## config.mk

```make
export PLATFORM = sky130hd
export DESIGN_NAME = asp_sqrt_cell
export DESIGN_NICKNAME = d
export VERILOG_FILES = /design/src/sv/asp_sqrt_cell.sv
export SDC_FILE = /design/constraint.sdc
export NUM_CORES = 1
export LEC_CHECK = 0
export ABC_CLOCK_PERIOD_IN_PS = 4950
export BUFFER_PORTS_ARGS = -buffer_cell sky130_fd_sc_hd__buf_4
export CAP_MARGIN = 20
export CORE_UTILIZATION = 52
export DETAILED_ROUTE_END_ITERATION = 10
export PLACE_DENSITY = 0.86
export REMOVE_ABC_BUFFERS = 1
export SLEW_MARGIN = 20
export SYNTH_ARGS = -nofsm -noshare
export SYNTH_HDL_FRONTEND = slang
export SYNTH_SLANG_ARGS = --single-unit
```

## constraint.sdc

```tcl
create_clock -name clk -period 4.95 [get_ports clk]
set_input_delay 0.99 -clock clk [delete_from_list [all_inputs] [get_ports clk]]
set_output_delay 0.99 -clock clk [all_outputs]
set_load 0.05 [all_outputs]
```

## src/sv/asp_sqrt_cell.sv

```systemverilog
// ---------------------------------------------------------------------------
// Square root cell
// One digit-by-digit square root step: takes two radicand bits and
// resolves one root bit, then hands the partial result onward.
// ---------------------------------------------------------------------------
module asp_sqrt_cell #(
	parameter int RW = 36,
	parameter int SW = 1
) (
	input  logic            clk,
	input  logic            en,
	input  logic [RW/2+1:0] rem_i,
	input  logic [RW-1:0]   rad_i,
	input  logic [RW/2-1:0] root_i,
	input  logic [SW-1:0]   side_i,
	output logic [RW/2+1:0] rem_o,
	output logic [RW-1:0]   rad_o,
	output logic [RW/2-1:0] root_o,
	output logic [SW-1:0]   side_o
);

	localparam int NB = RW / 2;

	logic [NB+3:0]   cur;
	logic [NB+3:0]   trial;
	logic [NB+3:0]   diff;
	logic            take;
	logic [NB+1:0]   rem_q;
	logic [RW-1:0]   rad_q;
	logic [NB-1:0]   root_q;
	logic [SW-1:0]   side_q;

	// Compare the remainder against 4*root + 1.
	always_comb begin
		cur   = {rem_i, rad_i[RW-1:RW-2]};
		trial = {2'b00, root_i, 2'b01};
		take  = (cur >= trial);
		diff  = cur - trial;
	end

	always_ff @(posedge clk) begin
		if (en) begin
			rem_q  <= take ? diff[NB+1:0] : cur[NB+1:0];
			rad_q  <= {rad_i[RW-3:0], 2'b00};
			root_q <= {root_i[NB-2:0], take};
			side_q <= side_i;
		end
	end

	assign rem_o  = rem_q;
	assign rad_o  = rad_q;
	assign root_o = root_q;
	assign side_o = side_q;

endmodule

```

# After elaboration in Yosys (flattened, before gate mapping)
# Index checks and enable logic that the tools add are counted.
# word_totals
reg_bits	73
inputBits	77
out_inout_bits	75
elab_cells	7
# op_classes
add_sub_neg	1
n_lt_le_gt_ge	1
n_mux	1
# op_table
op	n
$ge 22x20->1	1
$mux 20	1
$sub 20x20->20	1

# Depth between registers and ports, before layout
# Gate-level depths: netlist of the first run.
# logic_depth
depth_word	2
depth_mapped	10

# Worst setup path before layout of the first run
# Ideal clock, no wire load.
# synth_timing
kind	input -> register
startpoint	input root_i[13]
endpoint	register rem_q[10], in the netlist rem_o[10] (data pin)
setup_ps	260
arrival_ps	2886
required_ps	4690
setup_slack_ps	1804
cell_stages	9
path_cell_list	inv_1 ha_1 a21o_1 a221o_1 a21oi_2 o31ai_1 o211ai_2 buf_6 mux2_4
# synth_between
elab_chain_cells	2
# synth_rtl
item	line	source
from (decl)	14	input logic [RW/2-1:0] root_i,
$ge 22x20->1	37	take = (cur >= trial);
$mux 20	43	rem_q <= take ? diff[NB+1:0] : cur[NB+1:0];
to (signal assigned)	43	
to (decl)	28	logic [NB+1:0] rem_q;
# No other way between the ends.
# A chain may end at the register's enable or synchronous reset.

# Worst setup path after layout of the first run
# layout_timing
startpoint	input rem_i[13]
endpoint	register rem_q[19], in the netlist rem_o[19] (data pin)
# layout_between
elab_chain_cells	2
elab_cells_between_ends	3
# layout_rtl
item	line	source
from (decl)	12	input logic [RW/2+1:0] rem_i,
$sub 20x20->20 / $ge 22x20->1 (equally long branches)	38, 37	
$mux 20 *	43	
# Every way passes the cells marked *; elsewhere a longest branch is shown, timed or not.

==> impl_metrics.toml, run 1 <==
[global_route]
grt_pass1_wl_mm = 12.8
grtUsageTotal_pct = 23.1
antenna_found_initial = 0
grt_max_degree = 74
grt_overflow = 0
grt_pass1_vias = 2655

[floorplan]
core_region_area_um2 = 6790
rows = 30
die_y_um = 85.7
pin_count = 152
die_x_um = 85.7
dieArea_um2 = 7350
initial_core_util_pct = 53.6

[final_layout]
fillers = 454
multi_input_area_um2 = 1300
area_delta_synth_final_pct = 37.5
fin_nets = 521
diodes = 0
layout-drive-gt1-share_pct = 43.8
register_area_um2 = 2190

[worst_setup_path]
crit_path_start_kind = "primary input"
arrival_ps = 3200
worstSetupStartpoint = "rem_i[13]"
cp-end-kind = "flip-flop"
cp_common_cell = "buf_4"
path_cells = "buf_4 > ha_1 > a21o_1 > a221o_1 > a21oi_2 > o31ai_1 > o211ai_2 > buf_4 > mux2_2"
max_stage_delay_ps = 390
critPathKind = "primary input to flip-flop"
path_max_fanout = 13
cpMaxStageDelayCell = "a221o_1"
crit_buf_inv = 2
critical_path.top_delay_family = "compound AO/OA/AOI/OAI gates"
required_ps = 5050
critPathCapture = "rem_o[19]"
path_depth = 9

[sta]
min_period_over_period_pct = 62.5
fin_tns_setup_ps = 0
fmax_mhz = 323
report.final.hold_viol_count = 0
final-max-slew-violation-count = 0
worst_hold_slack_ps = 826
finalCriticalPeriod_ps = 3100
rsz0062_at_grt = "no"
tightest_slew_ps = 902
relSlewSlack_pct = 39.9
setup_violations = 0

[drt]
drc_errors = 0
via_per_inst = 5.28
ant_nets = 0
first_iter_violations = 92
vias = 2770
drt-total-wl_mm = 8.33
drtPass1Iterations = 4
wl_per_cell_um = 15.9

[clock_network]
cts_tree = "done"
clkTransAtPathRegs_ps = 80
cts.hold.buffers_added = 0
root_buffer = "clkbuf_8"
htree_levels = 3
cts.sinks = 73
postCtsSetupRepairBufs = 0
numCtsBuffers = 9
cts_buffer_depth = 2
cts_resized = 0

[yosys]
ys_ff_latch = 73
synth_area_leader_cell = "edfxtp_1"
ys_types = 43
avgSynthCellArea_um2 = 13.7
synth_cells = 267
syn_area_um2 = 3640
yosysSeqAreaShare_pct = 60.1
synth_warnings = 0
synthTopCellsByArea = "edfxtp_1, mux2_4, ha_1, inv_1, xnor2_1"
synth_top_area_share_pct = 60.1

[power]
power.density_nw_per_um2 = 358
finalPower_mw = 1.79
p_leak_nw = 2.21
ir_drop_uv = 154

[place]
place.gp.congestion = 0.885
portBuffers = 149
dp_hpwl_mm = 6.30

[job]
max_cap_viol_count = 0

[outcome]
status = "complete, no violations"

[min_path]
holdCritPathClass = "primary input to flip-flop"
-- layer usage --
metal / global-route usage (%) / routed length [um] / part of all wire, % / vias to the layer above
met5: 0 / 0 / 0 / -
met4: 7.27 / 76 / 0.91 / 0
met3: 6.16 / 625 / 7.5 / 7
met2: 42.0 / 4400 / 53 / 136
met1: 26.5 / 3230 / 39 / 1312
li1: - / - / - / 1315
-- placed cells by master (no fill, tap or decap), types with 2 or more instances in the layout --
master / count
a21o_1: 2
ha_1: 20
a221o_1: 2
a211oi_1: 5
o21a_1: 4
nor4_1: 4
inv_1: 27
nor2_1: 12
buf_4: 151
nand2_1: 9
or3_1: 2
mux2_4: 17
nand4_1: 2
nor3_1: 6
conb_1: 2
xnor2_1: 9
clkinv_2: 2
edfxtp_1: 73
nor2b_1: 2
clkbuf_8: 9
clkinv_1: 2
xor2_1: 9
o31ai_1: 4
mux2i_1: 2
o21ai_0: 8
a21oi_1: 15
clkinv_4: 2
o211ai_1: 3
nand3_1: 6
a21oi_2: 2
-- final cells by class --
| cell class | instances | share of cell area, % |
|---|---|---|
| clock buffer | 10 | 2.55 |
| clock inverter | 6 | 0.699 |
| inverter | 27 | 2.02 |
| multi-input combinational | 162 | 26.0 |
| sequential | 73 | 43.7 |
| tap | 96 | 2.40 |
| timing repair buffer | 151 | 22.6 |
-- metrics by stage --
step	util, %	setup WS [ps]	cells	cell area, um^2
floorplan	-	1180	262	3600
global placement	71.4	1550	509	4850
detailed placement	71.4	1500	509	4850
CTS	73.8	1870	525	5010
global route	73.8	1760	525	5010
finish	73.8	1850	525	5010
-- synthesized netlist by cell type, drive strengths merged --
cell type	number
edfxtp	73
inv	27
ha	20
mux2	18
a21oi	17
nor2	12
nand2	10
o21ai	9
xnor2	9
xor2	9
nand3	6
nor3	6
a211oi	5
buf	5
nor4	4
o211ai	4
o21a	4
o31ai	4
a21o	2
a221o	2
a31oi	2
mux2i	2
nand4	2
nor2b	2
or3	2
or4	2
a2111oi	1
a211o	1
a221oi	1
and2	1
clkbuf	1
conb	1
nand2b	1
o21bai	1
o22ai	1
-- sequential cells by signal (all words and copies together), names as in the netlist --
register	cells
rad_o	34
rem_o	20
root_o	18
side_o	1
-- logic make-up (layout without fill, tap and decap cells) --
kind of cell / after synthesis / count (layout) / share of synthesized area (%)
buf+inv: 33 / 194 / 4.22
other cells: 1 / 2 / 0.103
xor+xnor: 18 / 18 / 4.33
mux: 20 / 20 / 7.86
simple gates: 48 / 48 / 6.49
compound gates: 54 / 54 / 9.99
flops: 73 / 73 / 60.1
fa+ha+maj: 20 / 20 / 6.87
-- power by group --
part | total [mW] | leakage, nW | switching, mW | internal [mW]
clock network | 0.401 | 0.0851 | 0.222 | 0.179
logic | 0.614 | 1.42 | 0.384 | 0.229
registers | 0.780 | 0.715 | 0.0192 | 0.761
-- how the worst min path moves through the flow --
stage                         start   endpoint  slack [ps]  cells past startpoint
after detailed placement  rad_i[18]  rad_o[20]        1170                      1
after floorplan            rad_i[8]  rad_o[10]        1090                      0
after global routing      rad_i[19]  rad_o[21]         800                      1
final                     root_i[5]  root_o[6]         830                      1
after CTS                 rad_i[25]  rad_o[27]         810                      1
after global placement     rad_i[7]   rad_o[9]        1170                      1
No activity file was read; power rests on OpenSTA's default activity.
==> run 2: changes to the inputs <==
--- a/config.mk
+++ b/config.mk
@@ -5,12 +5,12 @@
 export SDC_FILE = /design/constraint.sdc
 export NUM_CORES = 1
 export LEC_CHECK = 0
-export ABC_CLOCK_PERIOD_IN_PS = 4950
+export ABC_CLOCK_PERIOD_IN_PS = 2600
 export BUFFER_PORTS_ARGS = -buffer_cell sky130_fd_sc_hd__buf_4
 export CAP_MARGIN = 20
-export CORE_UTILIZATION = 52
+export CORE_UTILIZATION = 44
 export DETAILED_ROUTE_END_ITERATION = 10
-export PLACE_DENSITY = 0.86
+export PLACE_DENSITY = 0.77
 export REMOVE_ABC_BUFFERS = 1
 export SLEW_MARGIN = 20
 export SYNTH_ARGS = -nofsm -noshare
==> constraint.sdc (replaced) <==
create_clock -name clk -period 2.6 [get_ports clk]
set_input_delay 0.52 -clock clk [delete_from_list [all_inputs] [get_ports clk]]
set_output_delay 0.52 -clock clk [all_outputs]
set_load 0.05 [all_outputs]
==> run 2 against run 1 <==
Clock power grew 150%. Die area grew 18%. Global-route usage shrank 2.0 points. Sequential power grew 90%. Cell count grew 11%. Cell area grew 9.8%. Highest routed layer unchanged. Routed wire length grew 7.9%. Combinational power grew 110%. Via count grew 5.1%. Non-clock buffer count grew 54. Critical path depth is the same. Power grew 110%. Largest cell class unchanged. Critical path type unchanged.
==> impl_metrics.toml, run 2 (synthesis gave the netlist of run 1 again) <==
[outcome]
status = "complete, no violations"

[drt]
via_per_inst = 4.98
wl_per_cell_um = 15.4
ant_nets = 0
drc_errors = 0
drtPass1Iterations = 4
vias = 2911
drt-total-wl_mm = 8.99
first_iter_violations = 120

[worst_setup_path]
arrival_ps = 2590
crit_buf_inv = 2
cpMaxStageDelayCell = "ha_1"
required_ps = 2690
path_max_fanout = 14
max_stage_delay_ps = 370
path_cells = "buf_4 > ha_1 > a21oi_2 > o21ai_1 > a211o_1 > a21o_1 > o211ai_2 > buf_12 > mux2_4"
critical_path.top_delay_family = "compound AO/OA/AOI/OAI gates"
crit_path_start_kind = "primary input"
cp-end-kind = "flip-flop"
critPathKind = "primary input to flip-flop"

[clock_network]
root_buffer = "clkbuf_8"
cts_resized = 0
cts.hold.buffers_added = 0
postCtsSetupRepairBufs = 0
cts_buffer_depth = 2
cts_tree = "done"
numCtsBuffers = 9
cts.sinks = 73
htree_levels = 3
clkTransAtPathRegs_ps = 90

[power]
pwr-share-clk_pct = 26.4
swShare_pct = 33.1
p_comb_share_pct = 34.1
switchingPower_mw = 1.24
p_leak_nw = 2.50
finalPower_mw = 3.74
power.density_nw_per_um2 = 680
seq_power_share_pct = 39.6
p_int_mw = 2.51
ir_drop_uv = 368

[floorplan]
rows = 32
pin_count = 152
core_region_area_um2 = 7890
die_x_um = 93.0
initial_core_util_pct = 46.2
die_y_um = 93.0
dieArea_um2 = 8650

[sta]
fmax_mhz = 401
relSlewSlack_pct = 64.9
tightest_slew_ps = 521
report.final.hold_viol_count = 0
worst_hold_slack_ps = 344
finalCriticalPeriod_ps = 2500
final-max-slew-violation-count = 0
setup_violations = 0
rsz0062_at_grt = "no"
min_period_over_period_pct = 96.0

[final_layout]
area_delta_synth_final_pct = 51.0
diodes = 0
layout_commonest_cell = "buf_4"
final_cell_mix = "buf_4, edfxtp_1, inv_1"
largest_reg_flops = 34
layout-drive-gt1-share_pct = 50.6
fin_nets = 575

[min_path]
holdPathStages = 1
hold_end = "rad_o[35]"
holdCritPathClass = "primary input to flip-flop"
hp-start = "rad_i[33]"

[place]
place.gp.congestion = 0.832
dp_hpwl_mm = 6.89
portBuffers = 149

[job]
max_cap_viol_count = 0

[global_route]
grt_overflow = 0
grtUsageTotal_pct = 21.0
grt_pass1_vias = 2897
antenna_found_initial = 0
grt_max_degree = 45
grt_pass1_wl_mm = 13.7
## run 2: how the worst max path moves through the flow
stage	slack [ps]	cells after the start	end	start
finish	100	9	rem_o[10]	rem_i[7]
floorplan	-700	8	rem_o[19]	root_i[13]
global placement	-210	9	rem_o[5]	rem_i[7]
detailed placement	-250	9	rem_o[2]	rem_i[7]
CTS	130	9	rem_o[5]	rem_i[7]
global route	30	9	rem_o[5]	rem_i[7]
## run 2: through the flow
stage               instance area (um^2)  setup slack (ps)  util, %  cells  TNS [ps]
floorplan                           3600              -697        -    262    -12710
global placement                    5290              -211     67.0    569     -3550
detailed placement                  5290              -253     67.0    569     -4320
CTS                                 5500               129     69.8    584         0
global route                        5500              32.2     69.8    584         0
finish                              5500               104     69.8    584         0
## run 2: power by group through the flow
| stage | Combinational (mW) | Sequential [mW] | Clock [mW] |
|---|---|---|---|
| after floorplan | 0.363 | 1.94 | 0 |
| after global placement | 1.25 | 1.51 | 0 |
| after detailed placement | 1.28 | 1.51 | 0 |
| after CTS | 1.28 | 1.48 | 1.01 |
| after global routing | 1.35 | 1.49 | 1.05 |
| final | 1.28 | 1.48 | 0.987 |
## run 2: final cells by class
| class | instances | area, um^2 |
|---|---|---|
| sequential | 73 | 2190 |
| multi-input combinational | 162 | 1300 |
| inverter | 27 | 101 |
| timing repair buffer | 205 | 1560 |
| clock inverter | 6 | 92.6 |
| fill | 534 | 2380 |
| clock buffer | 9 | 124 |
| tap | 102 | 128 |
## run 2: layer usage
| layer | vias to the layer above | wire, um | GRT usage (%) | share of wire [%] |
|---|---|---|---|---|
| met5 | - | 0 | 0 | 0 |
| li1 | 1420 | - | - | - |
| met1 | 1353 | 3570 | 24.4 | 40 |
| met2 | 126 | 4660 | 37.9 | 52 |
| met4 | 0 | 99 | 7.56 | 1.1 |
| met3 | 12 | 669 | 4.80 | 7.4 |
