## src/sv/asp_div_cell.sv

```systemverilog
// ---------------------------------------------------------------------------
// Division cell
// One restoring-division step: shifts in one numerator bit, produces one
// quotient bit and hands the partial result to the next cell.
// ---------------------------------------------------------------------------
module asp_div_cell #(
	parameter int DW = 13,
	parameter int QB = 30,
	parameter int SW = 1
) (
	input  logic          clk,
	input  logic          en,
	input  logic [DW-1:0] rem_i,
	input  logic [QB-1:0] num_i,
	input  logic [QB-1:0] quo_i,
	input  logic [DW-1:0] den_i,
	input  logic [SW-1:0] side_i,
	output logic [DW-1:0] rem_o,
	output logic [QB-1:0] num_o,
	output logic [QB-1:0] quo_o,
	output logic [DW-1:0] den_o,
	output logic [SW-1:0] side_o
);

	logic [DW:0]   trial;
	logic [DW:0]   diff;
	logic          take;
	logic [DW-1:0] rem_q;
	logic [QB-1:0] num_q;
	logic [QB-1:0] quo_q;
	logic [DW-1:0] den_q;
	logic [SW-1:0] side_q;

	// Trial subtraction of the divisor from the widened remainder.
	always_comb begin
		trial = {rem_i, num_i[QB-1]};
		take  = (trial >= {1'b0, den_i});
		diff  = trial - {1'b0, den_i};
	end

	// Partial result moves to the neighbor cell.
	always_ff @(posedge clk) begin
		if (en) begin
			rem_q  <= take ? diff[DW-1:0] : trial[DW-1:0];
			num_q  <= {num_i[QB-2:0], 1'b0};
			quo_q  <= {quo_i[QB-2:0], take};
			den_q  <= den_i;
			side_q <= side_i;
		end
	end

	assign rem_o  = rem_q;
	assign num_o  = num_q;
	assign quo_o  = quo_q;
	assign den_o  = den_q;
	assign side_o = side_q;

endmodule

```

## config.mk

```make
export PLATFORM = sky130hd
export DESIGN_NAME = asp_div_cell
export DESIGN_NICKNAME = d
export VERILOG_FILES = /design/src/sv/asp_div_cell.sv
export SDC_FILE = /design/constraint.sdc
export NUM_CORES = 1
export LEC_CHECK = 0
export BUFFER_PORTS_ARGS = -buffer_cell sky130_fd_sc_hd__clkbuf_2
export CORE_MARGIN = 2
export CORE_UTILIZATION = 41
export CTS_CLUSTER_SIZE = 24
export DETAILED_ROUTE_END_ITERATION = 8
export HOLD_SLACK_MARGIN = 0.05
export PLACE_DENSITY = 0.76
export SLEW_MARGIN = 20
export SYNTH_ARGS = -nofsm -noshare
export SYNTH_HDL_FRONTEND = slang
export SYNTH_SLANG_ARGS = --single-unit
```

## constraint.sdc

```tcl
create_clock -name clk -period 2.4 [get_ports clk]
set_input_delay 0.24 -clock clk [delete_from_list [all_inputs] [get_ports clk]]
set_output_delay 0.24 -clock clk [all_outputs]
set_load 0.02 [all_outputs]
```

Yosys cells after proc, flatten, opt, wreduce, memory -nomap -nowiden
Cells that the tools add are included.

Flip-flop bits (word level): 86. Word-level logic and storage cells: 8.

$add $sub $neg: 1. Order comparisons: 1. Mux-type cells: 1.

Operators with widths (count): $ge A14 B13 Y1 (1); $mux W13 (1); $sub A13 B13 Y13 (1).

Depth between registers and ports, before layout
Gate-level depths: netlist (run 1).

Depth in word-level cells: 2. Gate-level depth with buffers: 11. Gate-level depth less buffers: 10.

Least setup slack after synthesis (run 1)
OpenSTA, ideal clock, no wires.

Kind: input -> register. From: in num_i[29]. To: reg rem_q[10] (netlist: rem_o[10]), data pin. Library setup time: 0.260 ns. Data arrival time: 2.295 ns. Required time: 2.140 ns. Slack: -0.155 ns. Stages: 11. Cell sequence: inv_1 -> ha_1 -> inv_1 -> fa_1 -> a21oi_1 -> o2111ai_2 -> a2111oi_2 -> or2_1 -> buf_6 -> inv_6 -> mux2_4.

Cells in the longest elaborated chain, start to end: 2. Elaborated cells between the ends (all ways): 3.

RTL lines: start, declared (RTL line 14) `input logic [QB-1:0] num_i,`; $ge A14 B13 Y1 (RTL line 37) `take = (trial >= {1'b0, den_i});`; via take (RTL line 27) `logic take;`; $mux W13 (RTL line 44) `rem_q <= take ? diff[DW-1:0] : trial[DW-1:0];`; end signal, assigned (RTL line 44); end, declared (RTL line 28) `logic [DW-1:0] rem_q;`.

The timed path passes the listed nets, and every way through them passes these cells. A chain may end at the register's enable or synchronous reset.

Final worst setup path (run 1)
Ends and elaborated chain as after synthesis.

==> results.py, run 1 <==
metrics = {
    "run_status": {
        "status": "finished, final reports clean",
    },
    "critical_path": {
        "crit_path_frequent_cell": "inv_1",
        "worstPathRequired_ns": 2.51,
        "crit_type": "in2reg",
        "crit_path_start": "num_i[29]",
        "cp_slowest_cell": "fa_1",
        "endpoint_kind": "register",
        "worstSetupStartpointType": "primary input",
        "crit_fanout": 10,
        "crit_chain": "clkbuf_2, inv_1, ha_1, inv_1, fa_1, a21oi_2, o2111ai_4, a2111oi_4, or2_1, inv_6, mux2_4",
        "endpoint": "rem_o[10]",
        "slowest_delay_ns": 0.40,
        "worst_ep_arrival_time_ns": 2.35,
    },
    "timing": {
        "hold_slack_ns": 0.0609,
        "grt_setup_unrepaired": "no",
        "fin_crit_sh": 0.936,
        "drv_slew": 0,
        "fin_crit_ns": 2.25,
        "final_hold_viol_count": 0,
        "setup_viol": 0,
        "fmax_mhz": 445,
    },
    "route": {
        "wl_met1_um": 3700,
        "viasPerCell": 4.85,
        "ant_nets": 0,
        "highest_layer": "met4",
        "wl_met3_um": 792,
        "wl_met2_um": 5190,
        "avgRoutedWirePerCell_um": 17.3,
        "vias": 2759,
        "drc": 0,
        "wirelength_um": 9860,
        "drt_pass1_iterations": 4,
        "dr.first_iter.drc_count": 120,
    },
    "global_routing": {
        "grtUsageTotal": 0.199,
        "grt_pass1_wl_um": 13300,
        "grt_max_degree": 39,
        "antenna_found_initial": 0,
        "grt-ovfl-total": 0,
        "grt_pass1_vias": 2647,
    },
    "yosys": {
        "synth_nets": 309,
        "synth-adder-area-share": 0.0522,
        "synth_top_cell_by_area": "edfxtp_1",
        "synth_mux_area_frac": 0.0404,
        "ys_seq_area_frac": 0.738,
        "synth-edff-count": 86,
        "yosysWarningCount": 0,
        "synth_top_family_by_area": "compound AO/OA/AOI/OAI gates",
        "synth_area_leaders": "edfxtp_1 (74%), ha_1 (4.6%), mux2_4 (3.4%), inv_1 (1.9%), a21oi_1 (1.3%)",
        "synth_ff_type": "edfxtp_1",
        "syn_inst": 206,
        "synth-compound-area-share": 0.0711,
        "avgSynthCellArea_um2": 17.0,
        "synth_top_area_share": 0.738,
        "ys_types": 43,
        "synth_xor_area_frac": 0.0200,
        "synth-seq-cells": 86,
        "syn_area_mm2": 0.00350,
        "yosys.area_share.simple": 0.0504,
        "synthArstFlopShare": 0,
    },
    "run": {
        "cap_violations": 0,
    },
    "min_path": {
        "min_path_type": "in2reg",
    },
    "clock_tree": {
        "numCtsBuffers": 9,
        "cts_root_buf": "clkbuf_8",
        "cts_tree": "yes",
        "hold_buffers": 46,
        "postCtsResizedCells": 0,
        "h-tree-depth": 3,
        "numClockSinks": 86,
        "clk_pin_slew_ns": 0.08,
        "post_cts_buffers": 0,
        "clk_path_buf_depth": 2,
    },
    "floorplan": {
        "die_height_um": 96.4,
        "die_x_um": 96.4,
        "io_pins": 176,
        "initial_utilization": 0.424,
        "fp-row-count": 33,
        "dieArea_mm2": 0.00929,
        "core_region_area_mm2": 0.00826,
    },
    "cells_and_area": {
        "antenna_cells": 0,
        "final_core_util": 0.650,
        "layout.nets": 562,
        "fillers": 616,
        "drive_gt1_frac": 0.478,
        "syn2layout_area_growth_pct": 53.3,
    },
    "pwr": {
        "p_leak_nw": 2.41,
        "powerDensity_mw_per_mm2": 673,
        "total_power_mw": 3.61,
        "ir_worst_vdd_mv": 0.278,
    },
    "placement": {
        "gp_congestion": 0.903,
        "dp_hpwl_um": 6630,
        "io_buffers": 173,
    },
}
-- cell usage in the layout, fill, tap and decap left out, types with 3 or more instances in the layout --
master and instances:
buf_4 19, o211ai_1 3, mux2_4 8, dlygate4sd3_1 52, inv_1 18, ha_1 13
xnor2_1 4, o21ai_0 5, a21oi_1 8, nor2_1 5, clkbuf_2 172, nand2_1 9
edfxtp_1 86, clkbuf_8 9, nor3_1 4, xor2_1 4, nand3_1 4
-- sequential cells by signal (all words and copies together) (netlist names) --
register  count
quo_o        30
num_o        29
den_o        13
rem_o        13
side_o        1
-- kinds of logic after synthesis --
family,count (synthesis)
other,1
flip-flops,86
AND/OR/NAND/NOR,34
XOR/XNOR,8
buffers and inverters,21
multiplexers,10
adder cells (fa/ha/maj),14
AO/OA/AOI/OAI,32
-- critical path: cells and delay by family --
family,cells,cell delay [ns]
AOI/OAI and AO/OA,3,0.64
buffers and inverters,4,0.31
muxes,1,0.31
and+or+nand+nor,1,0.28
adders and majority gates,2,0.55
-- worst min path at each step --
stage / from / endpoint / slack (ns) / cells after the start
4_1_cts: quo_i[5] / quo_o[6] / 0.05 / 1
2_1_floorplan: den_i[0] / den_o[0] / 0.34 / 0
3_3_place_gp: quo_i[3] / quo_o[4] / 0.42 / 1
5_1_grt: quo_i[15] / quo_o[16] / 0.05 / 1
3_5_place_dp: quo_i[19] / quo_o[20] / 0.42 / 1
6_report: num_i[0] / num_o[1] / 0.06 / 1
-- metrics by stage --
step	worst slack (ns)	area (µm²)	setup TNS [ns]	std cells
finish	0.153	5370	0	569
global route	0.0301	5370	0	569
CTS	0.137	5310	0	563
detailed placement	-0.257	4660	-2.41	501
global placement	-0.156	4660	-1.34	501
floorplan	0.00394	3530	0	206
-- metal layers --
metal	track usage	vias to the layer above
met5	0	-
met3	0.0566	16
met2	0.362	129
met1	0.218	1320
li1	-	1294
met4	0.0786	0
-- layout make-up --
| class | instances | area (µm²) | area share |
|---|---|---|---|
| Clock buffer | 9 | 124 | 0.0231 |
| Sequential cell | 86 | 2580 | 0.481 |
| Clock inverter | 7 | 56.3 | 0.0105 |
| Tap cell | 105 | 131 | 0.0245 |
| Timing Repair Buffer | 244 | 1540 | 0.288 |
| Inverter | 19 | 76.3 | 0.0142 |
| Multi-Input combinational cell | 99 | 851 | 0.159 |
-- power by group --
part | internal [mW] | total, mW | switching (mW)
clock network | 0.386 | 0.925 | 0.539
logic | 0.364 | 0.826 | 0.463
registers | 1.82 | 1.86 | 0.0416
total | 2.57 | 3.61 | 1.04
-- cells in the mapped netlist, types with 2 or more instances --
master,n
nand2_1,9
o21ai_0,5
o211ai_1,3
or3_1,2
edfxtp_1,86
o31ai_1,2
a21o_1,2
a21oi_1,9
nand3_1,4
inv_1,18
nand2b_1,2
mux2_4,8
xnor2_1,4
nor2_1,5
xor2_1,4
nor3_1,4
ha_1,13
Power figures use the tool's default switching activity.
==> inputs of run 2 (changes only) <==
Settings changed: BUFFER_PORTS_ARGS -buffer_cell sky130_fd_sc_hd__clkbuf_2 to unset, CAP_MARGIN set to 0, CORE_MARGIN 2 to 4, CORE_UTILIZATION 41 to 56, DONT_BUFFER_PORTS set to 1, PLACE_DENSITY 0.76 to 0.74.
==> results.py, run 2 (synthesis results as in run 1) <==
metrics = {
    "run_status": {
        "status": "finished, final reports clean",
    },
    "clock_tree": {
        "postCtsResizedCells": 0,
        "post_cts_buffers": 0,
        "h-tree-depth": 3,
        "cts_root_buf": "clkbuf_8",
        "hold_buffers": 72,
        "clk_path_buf_depth": 2,
        "clk_pin_slew_ns": 0.09,
        "numClockSinks": 86,
        "numCtsBuffers": 9,
        "cts_tree": "yes",
    },
    "timing": {
        "fin_crit_ns": 2.13,
        "setup_viol": 0,
        "hold_slack_ns": 0.000360,
        "drv_slew": 0,
        "final_hold_viol_count": 0,
        "fmax_mhz": 470,
        "grt_setup_unrepaired": "no",
        "fin_crit_sh": 0.886,
    },
    "pwr": {
        "ir_worst_vdd_mv": 0.479,
        "p_leak_nw": 1.74,
        "powerDensity_mw_per_mm2": 742,
        "total_power_mw": 3.42,
    },
    "route": {
        "viasPerCell": 5.52,
        "avgRoutedWirePerCell_um": 21.7,
        "dr.first_iter.drc_count": 126,
        "ant_nets": 0,
        "wirelength_um": 8240,
        "vias": 2096,
        "drt_pass1_iterations": 4,
        "drc": 0,
    },
    "critical_path": {
        "crit_fanout": 10,
        "worst_ep_arrival_time_ns": 2.22,
        "crit_type": "in2reg",
        "crit_path_frequent_cell": "inv_1",
        "slowest_delay_ns": 0.42,
        "endpoint": "rem_o[4]",
        "crit_path_start": "num_i[29]",
        "endpoint_kind": "register",
        "worstPathRequired_ns": 2.49,
        "worstSetupStartpointType": "primary input",
        "cp_slowest_cell": "fa_1",
        "crit_chain": "inv_1, ha_1, inv_1, fa_1, a21oi_2, o2111ai_4, a2111oi_4, or2_1, inv_6, mux2_4",
    },
    "placement": {
        "io_buffers": 0,
        "dp_hpwl_um": 5790,
        "postPlaceCellArea_mm2": 0.00370,
        "gp_congestion": 0.779,
    },
    "cells_and_area": {
        "fin_area_mm2": 0.00461,
        "drive_gt1_frac": 0.144,
        "fillers": 386,
        "layout.nets": 403,
        "largest_reg_flops": 30,
        "syn2layout_area_growth_pct": 31.6,
        "final_cell_mix": "edfxtp_1 (86), dlygate4sd3_1 (72), inv_1 (18), ha_1 (13), buf_4 (13)",
        "final_common_cell": "edfxtp_1",
        "antenna_cells": 0,
    },
    "floorplan": {
        "core_region_area_mm2": 0.00599,
        "die_x_um": 87.1,
        "fp-row-count": 28,
        "initial_utilization": 0.584,
        "dieArea_mm2": 0.00758,
        "io_pins": 176,
        "die_height_um": 87.1,
    },
    "min_path": {
        "holdPathStages": 0,
        "hold_start": "en",
        "min_path_type": "in2reg",
    },
    "run": {
        "cap_violations": 0,
    },
    "global_routing": {
        "antenna_found_initial": 0,
        "grtUsageTotal": 0.217,
        "grt_pass1_wl_um": 12000,
        "grt_pass1_vias": 2165,
        "grt-ovfl-total": 0,
        "grt_max_degree": 87,
    },
}
[run 2: where the power goes]
part	total (mW)	leakage [nW]	internal, mW	switching [mW]
Sequential	2.07	0.842	1.83	0.239
Clock	0.934	0.0863	0.397	0.537
Combinational	0.419	0.812	0.246	0.174
[run 2: worst min path at each step]
stage,end,slack [ns]
5_1_grt,rem_o[0],-0.03
2_1_floorplan,den_o[0],0.34
3_3_place_gp,num_o[22],0.34
6_report,rem_o[0],0.0004
4_1_cts,rem_o[0],-0.02
3_5_place_dp,num_o[28],0.34
[run 2: layer usage]
metal | wire (µm) | vias up | track usage
met3 | 881 | 8 | 0.0908
li1 | - | 974 | -
met5 | 0 | - | 0
met2 | 4450 | 111 | 0.385
met1 | 2840 | 1003 | 0.241
met4 | 69 | 0 | 0.0482
[run 2: worst max-delay path, delay by kind of cell]
kind / cells / cell delay, ns
AND/OR/NAND/NOR: 1 / 0.28
adder cells (fa/ha/maj): 2 / 0.57
multiplexers: 1 / 0.31
buffers and inverters: 3 / 0.20
AO/OA/AOI/OAI: 3 / 0.61
[run 2: final cells by class]
type                            count  area, µm²  share of cell area
Clock buffer                        9        124              0.0269
Clock inverter                      7       62.6              0.0136
Sequential cell                    86       2580               0.560
Tap cell                           75       93.8              0.0204
Inverter                           19       76.3              0.0166
Timing Repair Buffer               85        818               0.178
Multi-Input combinational cell     99        851               0.185
[run 2: through the flow]
step	setup TNS (ns)	std cells	util	worst slack (ns)
6_report	0	380	0.769	0.273
2_1_floorplan	0	206	-	0.00394
3_5_place_dp	-0.661	292	0.618	-0.0900
3_3_place_gp	-0.617	292	0.618	-0.0768
4_1_cts	0	380	0.769	0.272
5_1_grt	0	380	0.769	0.188
==> inputs of run 3 (changes only) <==
Settings changed: CORE_UTILIZATION 56 to 60, PLACE_DENSITY 0.74 to 0.76.
Clock period 2.4 ns to 2.25 ns, I/O delays scaled along.
==> results.py, run 3 (synthesis results as in run 1) <==
metrics = {
    "route": {
        "drt_pass1_iterations": 5,
        "wirelength_um": 9310,
        "drc": 0,
        "ant_nets": 0,
        "avgRoutedWirePerCell_um": 24.4,
        "vias": 2189,
        "dr.first_iter.drc_count": 96,
        "viasPerCell": 5.73,
    },
    "floorplan": {
        "fp-row-count": 27,
        "initial_utilization": 0.628,
        "die_x_um": 84.4,
        "core_region_area_mm2": 0.00557,
        "dieArea_mm2": 0.00712,
        "io_pins": 176,
        "die_height_um": 84.4,
    },
    "cells_and_area": {
        "antenna_cells": 0,
        "final_common_cell": "edfxtp_1",
        "seq_area_mm2": 0.00258,
        "largest_reg_flops": 30,
        "layout.nets": 408,
        "syn2layout_area_growth_pct": 34.8,
        "final_core_util": 0.846,
        "multi_input_area_um2": 886,
        "fillers": 267,
        "drive_gt1_frac": 0.168,
        "final_cell_mix": "edfxtp_1 (86), dlygate4sd3_1 (72), buf_4 (18), inv_1 (16), ha_1 (11)",
    },
    "timing": {
        "fmax_mhz": 500,
        "fin_crit_sh": 0.889,
        "drv_slew": 0,
        "final_hold_viol_count": 11,
        "grt_setup_unrepaired": "no",
        "setup_viol": 0,
        "fin_crit_ns": 2.00,
        "hold_slack_ns": -0.0231,
    },
    "pwr": {
        "pwr-share-clk": 0.304,
        "ir_worst_vdd_mv": 0.618,
        "p_leak_nw": 1.79,
        "comb_power_share": 0.125,
        "swShare": 0.263,
        "p_seq_frac": 0.571,
        "p_sw_mw": 1.02,
        "intPower_mw": 2.85,
        "powerDensity_mw_per_mm2": 820,
        "total_power_mw": 3.87,
    },
    "critical_path": {
        "crit_chain": "inv_12, ha_4, inv_2, fa_2, a21oi_4, o2111ai_4, a2111oi_4, or2_1, inv_8, mux2_4",
        "slowest_delay_ns": 0.41,
        "worstPathRequired_ns": 2.36,
        "worstSetupStartpointType": "primary input",
        "path_buf_inv": 3,
        "crit_type": "in2reg",
        "cp.depth": 10,
        "crit_fanout": 10,
        "endpoint_kind": "register",
        "cp_top_family": "compound AO/OA/AOI/OAI gates",
        "worst_ep_arrival_time_ns": 2.11,
        "cp_slowest_cell": "fa_2",
    },
    "clock_tree": {
        "numClockSinks": 86,
        "cts_root_buf": "clkbuf_8",
        "post_cts_buffers": 0,
        "h-tree-depth": 3,
        "clk_pin_slew_ns": 0.09,
        "postCtsResizedCells": 0,
        "numCtsBuffers": 9,
        "clk_path_buf_depth": 2,
        "hold_buffers": 72,
        "cts_tree": "yes",
    },
    "min_path": {
        "min_path_type": "in2reg",
        "holdPathStages": 0,
    },
    "global_routing": {
        "grtUsageTotal": 0.268,
        "grt_pass1_wl_um": 13900,
        "grt-ovfl-total": 0,
        "antenna_found_initial": 0,
        "grt_pass1_vias": 2314,
        "grt_max_degree": 87,
    },
    "placement": {
        "io_buffers": 0,
        "gp_congestion": 0.824,
        "dp_hpwl_um": 5890,
    },
    "run_status": {
        "status": "finished, violations left",
        "violations": "negative hold slack",
    },
    "run": {
        "cap_violations": 0,
    },
}
==> run 3: changes by cell type in the layout (fill, tap and decap cells not counted), sizes merged <==
cell	before	now
buf	13	18
clkbuf	9	10
inv	23	20
clkinv	0	2
clkinvlp	3	1
bufinv	0	2
==> run 3: cell type report <==
type | count | share of cell area
inverter | 19 | 0.0194
sequential | 86 | 0.547
clock buffer | 10 | 0.0270
multi-input combinational | 99 | 0.188
clock inverter | 6 | 0.0180
tap | 72 | 0.0191
timing repair buffer | 90 | 0.181
==> run 3: through the flow <==
step	setup WS (ns)	area, µm²	setup TNS [ns]	std cells
floorplan	-0.0250	3580	-0.211	206
global placement	-0.0869	3780	-0.763	294
detailed placement	-0.109	3780	-0.940	294
CTS	0.245	4720	0	382
global route	0.202	4720	0	382
finish	0.249	4720	0	382
==> run 3: path summary, 6_finish.rpt <==
path | from | slack [ns] | to
worst max-delay path | num_i[29] | 0.25 | rem_o[10]
worst min-delay path | en | -0.02 | quo_o[21]
==> run 3: metal layers <==
metal,GRT usage,routed length [µm],part of all wire
met1,0.306,3310,0.36
met2,0.478,5020,0.54
met3,0.0844,827,0.089
met4,0.0906,148,0.016
met5,0,0,0
==> run 3: power groups by stage <==
stage	Sequential [mW]	Clock, mW	Combinational, mW
after floorplan	2.21	0	0.277
after global placement	2.24	0	0.356
after detailed placement	2.25	0	0.365
after CTS	2.21	1.16	0.472
after global routing	2.22	1.29	0.522
final	2.21	1.18	0.483
